<file path="src/sv/dcrt_pkg.sv">
`default_nettype none
package dcrt_pkg;

  localparam int unsigned NumChannels = 4;
  localparam int unsigned MaxChannels = 4;
  localparam int unsigned SlotW       = 2;
  localparam int unsigned ElapsedW    = 30;
  localparam int unsigned DutyRegW    = 31;
  localparam int unsigned DutyW       = 7;
  localparam int unsigned PeriodW     = 16;
  localparam int unsigned ThrW        = 23;
  localparam int unsigned ThrMsW      = 27;
  localparam int unsigned CfgIdxW     = 3;
  localparam int unsigned CfgDataW    = 31;

  localparam logic [DutyW-1:0] DutyFull = 7'd100;

  typedef enum logic [1:0] {
    FuncTick  = 2'd0,
    FuncSet   = 2'd1,
    FuncQuery = 2'd2
  } dcrt_func_e;

  typedef enum logic [CfgIdxW-1:0] {
    CfgDuty    = 3'd0,
    CfgPeriod0 = 3'd1,
    CfgPeriod1 = 3'd2,
    CfgPeriod2 = 3'd3,
    CfgPeriod3 = 3'd4,
    CfgOnLevel = 3'd5
  } dcrt_cfg_e;

  typedef struct packed {
    logic [1:0] func;
    logic [1:0] channel;
    logic       switch_on;
  } dcrt_in_t;

  typedef struct packed {
    logic [MaxChannels-1:0] relay_levels;
    logic [MaxChannels-1:0] changed_mask;
    logic                   query_on;
  } dcrt_out_t;

  // one pipeline slot: a tick expands to one slot per channel
  typedef struct packed {
    logic             valid;
    logic [1:0]       func;
    logic [1:0]       channel;
    logic             switch_on;
    logic [SlotW-1:0] slot;
    logic             first;
    logic             last;
  } dcrt_slot_t;

  function automatic logic [DutyW-1:0] duty_clamp(input logic [7:0] b);
    logic [DutyW-1:0] r;
    if (b > 8'(DutyFull)) begin
      r = DutyFull;
    end else begin
      r = b[DutyW-1:0];
    end
    return r;
  endfunction

endpackage
`default_nettype wire

</file>
<file path="src/sv/dcrt_seq.sv">
`default_nettype none
module dcrt_seq #(
  parameter int unsigned CHANNELS = dcrt_pkg::NumChannels
) (
  input  wire logic                 clk_i,
  input  wire logic                 rst_ni,
  input  wire logic                 adv_i,
  input  wire logic                 in_valid_i,
  input  wire dcrt_pkg::dcrt_in_t   in_data_i,
  output logic                      in_stall_o,
  output dcrt_pkg::dcrt_slot_t      s1_o
);
  import dcrt_pkg::*;

  localparam logic [SlotW-1:0] LastSlot = SlotW'(CHANNELS - 1);

  dcrt_slot_t s1_q, s1_d;
  logic       done;
  logic       take;
  logic       accept;

  assign done       = (s1_q.func != FuncTick) || (s1_q.slot == LastSlot);
  assign take       = adv_i && (!s1_q.valid || done);
  assign in_stall_o = !take;
  assign accept     = in_valid_i && take;

  always_comb begin
    s1_d = s1_q;
    if (adv_i) begin
      if (s1_q.valid && !done) begin
        s1_d.slot  = s1_q.slot + SlotW'(1);
        s1_d.first = 1'b0;
        s1_d.last  = (s1_q.slot + SlotW'(1)) == LastSlot;
      end else if (accept) begin
        s1_d.valid     = 1'b1;
        s1_d.func      = in_data_i.func;
        s1_d.channel   = in_data_i.channel;
        s1_d.switch_on = in_data_i.switch_on;
        s1_d.slot      = '0;
        s1_d.first     = 1'b1;
        s1_d.last      = (in_data_i.func != FuncTick) || (LastSlot == '0);
      end else begin
        s1_d.valid = 1'b0;
      end
    end
  end

  always_ff @(posedge clk_i or negedge rst_ni) begin
    if (!rst_ni) begin
      s1_q <= '0;
    end else begin
      s1_q <= s1_d;
    end
  end

  assign s1_o = s1_q;

endmodule
`default_nettype wire

</file>
<file path="src/sv/dcrt_elapsed_mem.sv">
`default_nettype none
module dcrt_elapsed_mem #(
  parameter int unsigned CHANNELS = dcrt_pkg::NumChannels
) (
  input  wire logic                            clk_i,
  input  wire logic                            rst_ni,
  input  wire logic                            rd_en_i,
  input  wire logic [dcrt_pkg::SlotW-1:0]      rd_addr_i,
  input  wire logic                            we_i,
  input  wire logic [dcrt_pkg::SlotW-1:0]      wr_addr_i,
  input  wire logic [dcrt_pkg::ElapsedW-1:0]   wr_data_i,
  output logic      [dcrt_pkg::ElapsedW-1:0]   rd_data_o
);
  import dcrt_pkg::*;

  localparam int unsigned AddrW = (CHANNELS > 1) ? $clog2(CHANNELS) : 1;

  logic [ElapsedW-1:0] mem_q [CHANNELS];
  logic [CHANNELS-1:0] written_q;
  logic [ElapsedW-1:0] rd_q;
  logic                rd_vld_q;
  logic                fwd_q;
  logic [ElapsedW-1:0] fwd_data_q;
  logic [AddrW-1:0]    raddr;
  logic [AddrW-1:0]    waddr;

  assign raddr = rd_addr_i[AddrW-1:0];
  assign waddr = wr_addr_i[AddrW-1:0];

  always_ff @(posedge clk_i) begin
    if (we_i) begin
      mem_q[waddr] <= wr_data_i;
    end
    if (rd_en_i) begin
      rd_q       <= mem_q[raddr];
      fwd_data_q <= wr_data_i;
    end
  end

  // unwritten entries read as saturated; same-entry write wins over the read
  always_ff @(posedge clk_i or negedge rst_ni) begin
    if (!rst_ni) begin
      written_q <= '0;
      rd_vld_q  <= 1'b0;
      fwd_q     <= 1'b0;
    end else begin
      if (we_i) begin
        written_q[waddr] <= 1'b1;
      end
      if (rd_en_i) begin
        rd_vld_q <= written_q[raddr];
        fwd_q    <= we_i && (waddr == raddr);
      end
    end
  end

  assign rd_data_o = fwd_q    ? fwd_data_q :
                     rd_vld_q ? rd_q       : '1;

endmodule
`default_nettype wire

</file>
<file path="src/sv/dcrt_eval.sv">
`default_nettype none
module dcrt_eval #(
  parameter int unsigned CHANNELS = dcrt_pkg::NumChannels
) (
  input  wire logic                                                   clk_i,
  input  wire logic                                                   rst_ni,
  input  wire logic                                                   adv_i,
  input  wire dcrt_pkg::dcrt_slot_t                                   s1_i,
  input  wire logic [dcrt_pkg::DutyRegW-1:0]                          duty_percents_i,
  input  wire logic [dcrt_pkg::MaxChannels-1:0][dcrt_pkg::PeriodW-1:0] period_i,
  input  wire logic                                                   on_level_i,
  input  wire logic [dcrt_pkg::ElapsedW-1:0]                          elapsed_i,
  output logic                                                        mem_we_o,
  output logic      [dcrt_pkg::SlotW-1:0]                             mem_addr_o,
  output logic      [dcrt_pkg::ElapsedW-1:0]                          mem_wdata_o,
  output logic                                                        res_valid_o,
  output dcrt_pkg::dcrt_out_t                                         res_o
);
  import dcrt_pkg::*;

  // stage 1: thresholds in seconds*percent
  logic [31:0]       duty_word;
  logic [DutyW-1:0]  duty;
  logic [PeriodW-1:0] period;
  logic [ThrW-1:0]   prod_on;
  logic [ThrW-1:0]   prod_off;

  assign duty_word = {1'b0, duty_percents_i};
  assign duty      = duty_clamp(duty_word[8 * s1_i.slot +: 8]);
  assign period    = period_i[s1_i.slot];
  assign prod_on   = ThrW'(duty) * ThrW'(period);
  assign prod_off  = ThrW'(DutyFull - duty) * ThrW'(period);

  dcrt_slot_t       s2_q;
  logic [ThrW-1:0]  thr_on_q;
  logic [ThrW-1:0]  thr_off_q;
  logic             duty_nz_q;
  logic             duty_full_q;

  always_ff @(posedge clk_i) begin
    if (adv_i) begin
      thr_on_q    <= prod_on;
      thr_off_q   <= prod_off;
      duty_nz_q   <= duty != '0;
      duty_full_q <= duty == DutyFull;
    end
  end

  logic [MaxChannels-1:0] levels_q, levels_d;
  logic [MaxChannels-1:0] acc_q, acc_d;

  always_ff @(posedge clk_i or negedge rst_ni) begin
    if (!rst_ni) begin
      s2_q     <= '0;
      levels_q <= '0;
      acc_q    <= '0;
    end else if (adv_i) begin
      s2_q     <= s1_i;
      levels_q <= levels_d;
      acc_q    <= acc_d;
    end
  end

  // stage 2: compare, toggle, write back
  logic                 lvl;
  logic                 is_on;
  logic [ThrW-1:0]      thr_sel;
  logic [ThrMsW-1:0]    thr_ms;
  logic [ElapsedW-1:0]  e_inc;
  logic                 hit;
  logic                 fire;
  logic                 ch_ok;
  logic [MaxChannels-1:0] chg;
  logic                 query;

  assign lvl     = levels_q[s2_q.slot];
  assign is_on   = lvl == on_level_i;
  assign thr_sel = is_on ? thr_on_q : thr_off_q;
  assign thr_ms  = ThrMsW'({thr_sel, 3'b000}) + ThrMsW'({thr_sel, 1'b0});
  assign e_inc   = (elapsed_i == '1) ? elapsed_i : elapsed_i + ElapsedW'(1);
  assign hit     = duty_nz_q && !(is_on && duty_full_q) && (e_inc >= ElapsedW'(thr_ms));
  assign fire    = s2_q.valid && adv_i;
  assign ch_ok   = {1'b0, s2_q.channel} < 3'(CHANNELS);

  always_comb begin
    levels_d = levels_q;
    acc_d    = acc_q;
    chg      = '0;
    query    = 1'b0;
    unique case (s2_q.func)
      FuncTick: begin
        chg = s2_q.first ? '0 : acc_q;
        if (hit) begin
          chg[s2_q.slot]      = 1'b1;
          levels_d[s2_q.slot] = ~lvl;
        end
        acc_d = chg;
      end
      FuncSet: begin
        if (ch_ok) begin
          levels_d[s2_q.channel] = s2_q.switch_on ? on_level_i : ~on_level_i;
          chg[s2_q.channel]      = 1'b1;
        end
      end
      FuncQuery: begin
        query = ch_ok && (levels_q[s2_q.channel] == on_level_i);
      end
      default: begin
      end
    endcase
    if (!fire) begin
      levels_d = levels_q;
      acc_d    = acc_q;
    end
  end

  assign mem_we_o    = fire && (s2_q.func == FuncTick);
  assign mem_addr_o  = s2_q.slot;
  assign mem_wdata_o = hit ? '0 : e_inc;

  assign res_valid_o        = s2_q.valid && s2_q.last;
  assign res_o.relay_levels = levels_d;
  assign res_o.changed_mask = chg;
  assign res_o.query_on     = query;

endmodule
`default_nettype wire

</file>
<file path="src/sv/four_channel_duty_cycle_relay_timer_core.sv">
// Four-channel duty-cycle relay timer.
// Input channel (in_valid_i / in_stall_o / in_data_i) takes one beat per item:
// a one-millisecond tick, a set of one channel, or a query of one channel.
// Output channel (out_valid_o / out_stall_i / out_data_o) gives exactly one
// beat per item, in order: relay levels after the item, changed mask, query bit.
// Config port: cfg_we_i with cfg_idx_i (0 duty bytes, 1..4 periods, 5 on level)
// and cfg_wdata_i; write only while the block is idle.
// Elapsed counts live in a synchronous RAM, one entry per channel.
// A tick is read-modify-written one channel per cycle while the pipeline is
// not frozen; set and query items take one slot each. An item passes the
// sequencer slot register, the evaluate stage register and the output register.
// Reset clears relay levels, sets all elapsed counts saturated (per-entry
// written bits), clears the duty bytes and periods and sets on level to 1.
// When the receiver stalls, the output register holds its beat; the next
// finished result waits in the last stage, and in_stall_o stays high until
// the receiver takes the held beat.
`default_nettype none
module four_channel_duty_cycle_relay_timer_core #(
  parameter int unsigned CHANNELS = dcrt_pkg::NumChannels
) (
  input  wire logic                            clk_i,
  input  wire logic                            rst_ni,
  input  wire logic                            in_valid_i,
  output logic                                 in_stall_o,
  input  wire dcrt_pkg::dcrt_in_t              in_data_i,
  output logic                                 out_valid_o,
  input  wire logic                            out_stall_i,
  output dcrt_pkg::dcrt_out_t                  out_data_o,
  input  wire logic                            cfg_we_i,
  input  wire logic [dcrt_pkg::CfgIdxW-1:0]    cfg_idx_i,
  input  wire logic [dcrt_pkg::CfgDataW-1:0]   cfg_wdata_i
);
  import dcrt_pkg::*;

  logic [DutyRegW-1:0]                 duty_q;
  logic [MaxChannels-1:0][PeriodW-1:0] period_q;
  logic                                on_level_q;

  always_ff @(posedge clk_i or negedge rst_ni) begin
    if (!rst_ni) begin
      duty_q     <= '0;
      period_q   <= '0;
      on_level_q <= 1'b1;
    end else if (cfg_we_i) begin
      unique case (cfg_idx_i)
        CfgDuty:    duty_q      <= cfg_wdata_i[DutyRegW-1:0];
        CfgPeriod0: period_q[0] <= cfg_wdata_i[PeriodW-1:0];
        CfgPeriod1: period_q[1] <= cfg_wdata_i[PeriodW-1:0];
        CfgPeriod2: period_q[2] <= cfg_wdata_i[PeriodW-1:0];
        CfgPeriod3: period_q[3] <= cfg_wdata_i[PeriodW-1:0];
        CfgOnLevel: on_level_q  <= cfg_wdata_i[0];
        default: begin
        end
      endcase
    end
  end

  logic                adv;
  dcrt_slot_t          s1;
  logic                mem_we;
  logic [SlotW-1:0]    mem_addr;
  logic [ElapsedW-1:0] mem_wdata;
  logic [ElapsedW-1:0] elapsed;
  logic                res_valid;
  dcrt_out_t           res;
  logic                out_valid_q;
  dcrt_out_t           out_q;

  // the pipeline freezes only when a finished result cannot enter the output register
  assign adv = !res_valid || !out_valid_q || !out_stall_i;

  dcrt_seq #(.CHANNELS(CHANNELS)) u_seq (
    .clk_i      (clk_i),
    .rst_ni     (rst_ni),
    .adv_i      (adv),
    .in_valid_i (in_valid_i),
    .in_data_i  (in_data_i),
    .in_stall_o (in_stall_o),
    .s1_o       (s1)
  );

  dcrt_elapsed_mem #(.CHANNELS(CHANNELS)) u_mem (
    .clk_i     (clk_i),
    .rst_ni    (rst_ni),
    .rd_en_i   (adv),
    .rd_addr_i (s1.slot),
    .we_i      (mem_we),
    .wr_addr_i (mem_addr),
    .wr_data_i (mem_wdata),
    .rd_data_o (elapsed)
  );

  dcrt_eval #(.CHANNELS(CHANNELS)) u_eval (
    .clk_i           (clk_i),
    .rst_ni          (rst_ni),
    .adv_i           (adv),
    .s1_i            (s1),
    .duty_percents_i (duty_q),
    .period_i        (period_q),
    .on_level_i      (on_level_q),
    .elapsed_i       (elapsed),
    .mem_we_o        (mem_we),
    .mem_addr_o      (mem_addr),
    .mem_wdata_o     (mem_wdata),
    .res_valid_o     (res_valid),
    .res_o           (res)
  );

  always_ff @(posedge clk_i or negedge rst_ni) begin
    if (!rst_ni) begin
      out_valid_q <= 1'b0;
    end else if (res_valid && adv) begin
      out_valid_q <= 1'b1;
    end else if (!out_stall_i) begin
      out_valid_q <= 1'b0;
    end
  end

  always_ff @(posedge clk_i) begin
    if (res_valid && adv) begin
      out_q <= res;
    end
  end

  assign out_valid_o = out_valid_q;
  assign out_data_o  = out_q;

endmodule
`default_nettype wire
</file>
<file path="config.mk">
export PLATFORM = sky130hd
export DESIGN_NAME = four_channel_duty_cycle_relay_timer_core
export DESIGN_NICKNAME = d
export VERILOG_FILES = /design/src/sv/dcrt_pkg.sv /design/src/sv/dcrt_seq.sv /design/src/sv/dcrt_elapsed_mem.sv /design/src/sv/dcrt_eval.sv /design/src/sv/four_channel_duty_cycle_relay_timer_core.sv
export SDC_FILE = /design/constraint.sdc
export NUM_CORES = 1
export LEC_CHECK = 0
export ABC_AREA = 0
export BUFFER_PORTS_ARGS = -buffer_cell sky130_fd_sc_hd__clkbuf_2
export CAP_MARGIN = 10
export CORE_MARGIN = 10
export CORE_UTILIZATION = 60
export CTS_BUF_LIST = sky130_fd_sc_hd__clkbuf_4
export DETAILED_ROUTE_END_ITERATION = 7
export GPL_ROUTABILITY_DRIVEN = 1
export PLACE_DENSITY = 0.77
export SLEW_MARGIN = 25
export SYNTH_ARGS = -nofsm -noshare
export SYNTH_HDL_FRONTEND = slang
export SYNTH_SLANG_ARGS = --single-unit
</file>
<file path="constraint.sdc">
create_clock -name clk_i -period 23.4 [get_ports clk_i]
set_clock_uncertainty 0.15 [all_clocks]
set_input_delay 4.68 -clock clk_i [delete_from_list [all_inputs] [get_ports clk_i]]
set_output_delay 4.68 -clock clk_i [all_outputs]
set_load 0.01 [all_outputs]
</file>
# == Word-level counts from Yosys, hierarchy flattened ==
# Memory sizes are Yosys's and may differ from the RTL's. A register that Yosys moved wholly into a read port is not among the register bits.
# Index checks and enable logic that the tools add are counted.
# word_totals
ff_bits,218
ram_bits,120
input_bits,44
output_inout_bits,11
word_cells,143
n_memories,1
# memory_table
name,words,word_bits,rd,rd_ports_with_merged_regs,write_ports,line,text
u_mem.mem_q,4,30,1,1,1,dcrt_elapsed_mem.sv:18,logic [ElapsedW-1:0] mem_q [CHANNELS];
# op_classes
add_sub_neg,4
n_mul,2
magnitude_cmp,7
n_eq_ne,15
n_shift,1
n_mux,34
bitwise,5
n_reduce_logical,40
# op_table
op,count
2-to-1 mux 30 bit,4
binary-select mux 16 bit (select 2 bit),1
indexed part select 32 x 6 -> 8 bit,1
adder 30 x 1 -> 30 bit (second input constant),1
== test 30 bit (second input constant),1
>= comparator 30 x 27 -> 1 bit,1
adder 26 x 24 -> 27 bit,1
2-to-1 mux 4 bit,6
multiplier 23 x 16 -> 23 bit,1
multiplier 7 x 16 -> 23 bit,1
2-to-1 mux 23 bit,1
2-to-1 mux 16 bit,1
case mux 4 bit (2 select lines),2
AND reduction 2 bit,8
logical AND 1 bit,13
2-to-1 mux 1 bit,11
less-than comparator 2 x 3 -> 1 bit (second input constant),3
bitwise mux 4 bit,2
> comparator 8 x 7 -> 1 bit (second input constant),1
bitwise OR 4 bit,2
subtractor 7 x 7 -> 8 bit (first input constant),1
== test 7 bit (second input constant),1
zero test 1 bit,7
2-to-1 mux 7 bit,1
19 further kinds,36

# == Longest topological paths before layout ==
# depth
depth_word,10
mapped_depth,33
mapped_depth_nobuf,32

# == By module ==
# Synthesis repeated with hierarchy kept, for this count alone.
# unflattened
cells_unflattened,2013
area_unflattened_um2,24527.3
# modules_own_cells
mod,instances,cells_each,area_per_inst_um2,seq_area_each_um2
dcrt_eval,1,1475,13188.9,1861.8
dcrt_elapsed_mem,1,282,6755.2,5555.3
four_channel_duty_cycle_relay_timer_core,1,221,4127.7,2698.8
dcrt_seq,1,35,455.4,250.2

# == Worst setup path before layout ==
# OpenSTA, ideal clock, no wires.
# synth_timing
path_kind,in2out
from,input port out_stall_i
to,output port in_stall_o
t_arrival_ns,5.319
path_slack_ns,13.251
stages,3
path_buffers,1
cell_sequence,nand4_1 -> clkbuf_1 -> nand2_1
# synth_between
elab_chain_cells,4
# synth_lines
element,line,text
"start, declared",four_channel_duty_cycle_relay_timer_core.sv:27,"input wire logic out_stall_i,"
zero test 1 bit,-,
logical OR 1 bit,four_channel_duty_cycle_relay_timer_core.sv:70,assign adv = !res_valid || !out_valid_q || !out_stall_i;
logical AND 1 bit,dcrt_seq.sv:23,assign take = adv_i && (!s1_q.valid || done);
zero test 1 bit,dcrt_seq.sv:24,assign in_stall_o = !take;
"end, declared",four_channel_duty_cycle_relay_timer_core.sv:24,"output logic in_stall_o,"
# Every way passes these cells.

# == Worst setup path after layout ==
# layout_timing
from,register u_seq.s1_q (netlist bit u_seq.s1_o[2])
to,register u_eval.thr_off_q[21] (data pin)
# layout_between
elab_chain_cells,5
elab_cells_between_ends,7
cone_classes,1 x add/sub; 1 x mul; 1 x order compare; 1 x shift; 3 x mux
# layout_lines
element,line,text
"start, declared",dcrt_seq.sv:17,"dcrt_slot_t s1_q, s1_d;"
"start signal, assigned",dcrt_seq.sv:50,s1_q <= '0;
"start signal, assigned",dcrt_seq.sv:52,s1_q <= s1_d;
indexed part select 32 x 6 -> 8 bit,dcrt_eval.sv:29,assign duty = duty_clamp(duty_word[8 * s1_i.slot +: 8]);
> comparator 8 x 7 -> 1 bit,dcrt_pkg.sv:58,if (b > 8'(DutyFull)) begin
2-to-1 mux 7 bit,dcrt_pkg.sv:58,
subtractor 7 x 7 -> 8 bit,dcrt_eval.sv:32,assign prod_off = ThrW'(DutyFull - duty) * ThrW'(period);
multiplier 23 x 16 -> 23 bit *,dcrt_eval.sv:32,
via u_eval.prod_off[21],dcrt_eval.sv:26,logic [ThrW-1:0] prod_off;
"end signal, assigned",dcrt_eval.sv:43,thr_off_q <= prod_off;
"end, declared",dcrt_eval.sv:36,logic [ThrW-1:0] thr_off_q;
# The timed path passes the listed nets; every way through them passes the cells marked *. The select of a mux whose other input is x is not followed.
# A chain may end at the register's enable or synchronous reset.

==> impl_results.md <==
- DR iter-0 viols: 1,215
- #FFs+latches synth: 367
- Post-route ant nets: 0
- Cts hold-fix bufs: 0
- Starting Density: 0.605
- Worst-path clk slew: 0.07 ns
- Unrepaired setup endpoints after global routing: no
- Vias per cell: 5.74
- WHS: 0.321 ns
- Reg2reg setup slack: around 13 ns
- Max Freq: about 95 MHz
- Yosys cell types: 84
- Sequential area share after synthesis: 0.399
- CP top delay family: adder cells
- CP arrival: 10.89 ns
- Worst slew pin tran: around 0.98 ns
- Final period util: 0.449
- Root buf cell: clkbuf_4
- Total GRT Usage: 0.227
- Max_cap viols: 0
- Critical path class: register to register
- # DRC: 2
- Synthesized cell area: 0.0260 mm^2
- Setup TNS: 0 ns
- Failing checks: DRC
- Via count: 17,093
- Final hold vios: 0
- Core Region: 0.0429 mm^2
- Layout cells sized above 1: 0.187
- Worst path slowest cell: xor2_1
- Top Ports: 55
- Gp weighted congestion: 0.898
- Resize count post-CTS: 0
- Most frequent CP cell: fa_1
- Largest net degree at the start of global routing: approximately 90
- Clock latency on the worst-skew pair: 0.80 ns
- Yosys top cell area share: 0.273
- Req. time, crit path: 23.78 ns
- Synth warn: 0
- Post-Route Utilization: 0.659
- Worst setup SP type: register
- Total CTS buffers: 92
- Mapped Avg Cell Area: 11.9 um^2
- HP Class: register to register
- R2R Path Start: u_seq.s1_o[2]
- Async SR Flop Fraction: 0.357
- Largest area contributor in the netlist: edfxtp_1
- Area Overhead vs Synth: 8.90%
- Register-to-Register Path Depth: 31
- Final wirelength: between 50 and 60 mm
- Die span in y: 228 um
- Die ar.: ~0.052 mm^2
- Synth top area cells: edfxtp_1 (27%), fa_1 (16%), dfrtp_1 (13%), ha_1 (7.2%), mux2_2 (5.8%)
- Outcome: finished, violations left
- Die Width: 228 um
- CTS Sinks: 367
- Site Rows: 76
- Clk buf depth: 3
- WL/cell: 19.4 um
- Vias in the first global route: 18,292
- Max transition margin: 0.345
- Final nets: 2,724
- Slowest stage delay, CP: about 0.79 ns
- Post-CTS Setup Bufs: 0
- Crit path max fanout: 35
- Crit path capture type: register
- Pins Over Slew Limit: 0
- Number of flops mapped to enable cells by yosys: 236
- Post-route non-filler standard cell count: approximately 3,000
- Inst Count DP: 2,813
- Synth Flop Type: edfxtp_1
- Mapped Cells: 2,185
- First-pass GRT wire length: 95.3 mm
- Global route total overflow: 0
- PortBufs: 54
- CP Depth: 31
- Final Critical Period: between 10 and 15 ns
- H-tree Lvls: 3
- Initial antenna violation count: 2
- # setup viols final: 0
- CTS tree: built
- Crit path capture: u_eval.thr_off_q[21]
- HPWL Detailed: 42.8 mm
- FF-to-FF End: u_eval.thr_off_q[21]
- Crit path from: u_seq.s1_o[2]
- DRT Pass-1 Iters: 8
- Worst path buffer plus inverter count: 5
per-stage QoR:
| step | worst slack, ns | instance area (um^2) |
|---|---|---|
| 6_report | 12.89 | 28300 |
| 5_1_grt | 12.16 | 28300 |
| 4_1_cts | 12.91 | 28300 |
| 2_1_floorplan | 13.25 | 26100 |
| 3_5_place_dp | 12.92 | 27000 |
| 3_3_place_gp | 13.02 | 27000 |
synth_stat cells, types with 11 or more instances:
cell type	n
nand2_1	190
mux4_2	49
mux2_2	134
a21oi_1	55
and2_1	31
nor2_1	131
o21ai_0	37
xor2_1	44
fa_1	208
a21o_1	22
inv_1	272
xnor2_1	68
o22ai_1	18
edfxtp_1	236
or2_2	11
nand3_1	25
ha_1	150
nand2b_1	16
mux2i_1	12
dfrtp_1	130
and3_1	21
nor3_1	39
nor2b_1	21
o21a_1	36
clkbuf_1	49
cell families (layout without fill, tap and decap cells):
family | after synthesis | in the layout | share of synthesized area
buffers and inverters | 344 | 510 | 0.0514
AOI/OAI and AO/OA | 266 | 266 | 0.0717
adders and majority gates | 359 | 359 | 0.233
and+or+nand+nor | 540 | 540 | 0.101
other | 2 | 44 | 0.000289
xor gates and xnor gates | 112 | 112 | 0.0378
DFF | 367 | 367 | 0.399
muxes | 195 | 195 | 0.105
cells in the final DEF (no fill, tap or decap), types with 10 or more instances in the layout:
| master | instances |
|---|---|
| inv_1 | 272 |
| edfxtp_1 | 236 |
| fa_1 | 208 |
| nand2_1 | 190 |
| ha_1 | 150 |
| mux2_2 | 134 |
| clkbuf_4 | 132 |
| nor2_1 | 130 |
| dfrtp_1 | 128 |
| xnor2_1 | 67 |
| a21oi_1 | 55 |
| clkbuf_2 | 53 |
| mux4_2 | 49 |
| xor2_1 | 44 |
| conb_1 | 42 |
| o21ai_0 | 37 |
| nor3_1 | 37 |
| o21a_1 | 36 |
| and2_1 | 31 |
| nand3_1 | 25 |
| a21o_1 | 22 |
| nor2b_1 | 21 |
| and3_1 | 21 |
| clkinv_1 | 19 |
| o22ai_1 | 18 |
| buf_4 | 18 |
| nand2b_1 | 16 |
| mux2i_1 | 12 |
| or2_2 | 11 |
| or3_1 | 10 |
| nand4_1 | 10 |
| a311o_1 | 10 |
per-layer routing:
layer | global-route usage | up-vias | share of wire | routed length [um]
met3 | 0.0414 | 109 | 0.052 | 3000
met2 | 0.394 | 524 | 0.51 | 29400
met1 | 0.279 | 8621 | 0.41 | 23800
met4 | 0.0852 | 0 | 0.029 | 1690
met5 | 0 | - | 0 | 0
li1 | - | 7839 | - | -
sequential cells by signal, indices dropped and copies added, names as in the netlist, 2 cells and up:
signal / flops
u_eval.thr_on_q: 22
u_eval.thr_off_q: 23
u_mem.fwd_data_q: 30
u_mem.rd_q: 30
u_mem.written_q: 4
u_mem.mem_q: 120
u_eval.levels_q: 4
period_q: 64
u_eval.acc_q: 4
out_data_o: 9
u_seq.s1_o: 10
u_eval.s2_q: 8
u_eval.mem_addr_o: 2
duty_q: 31
cell type report:
type                            instances  area, um^2
Clock buffer                          132         991
Multi-Input combinational cell       1514       14500
Clock inverter                         31         235
Inverter                              273        1020
Fill cell                            3280       14600
Tap cell                              585         732
Timing Repair Buffer                   74         434
Antenna cell                            2        5.00
Sequential cell                       367       10400
worst min-delay path by stage:
stage / startpoint / end / slack, ns / cells past startpoint
detailed placement: u_seq.s1_o[0] / u_eval.s2_q[0] / 0.30 / 1
CTS: u_seq.s1_o[0] / u_eval.s2_q[0] / 0.31 / 1
global route: u_mem.written_q[3] / u_mem.written_q[3] / 0.35 / 1
floorplan: u_mem.written_q[2] / u_mem.written_q[2] / 0.28 / 1
finish: u_seq.s1_o[0] / u_eval.s2_q[0] / 0.32 / 1
global placement: u_mem.written_q[2] / u_mem.written_q[2] / 0.29 / 1
Power is left out: the tool's default activity adds up to more than one toggle a clock period on the data nets, which glitch-free logic cannot reach.
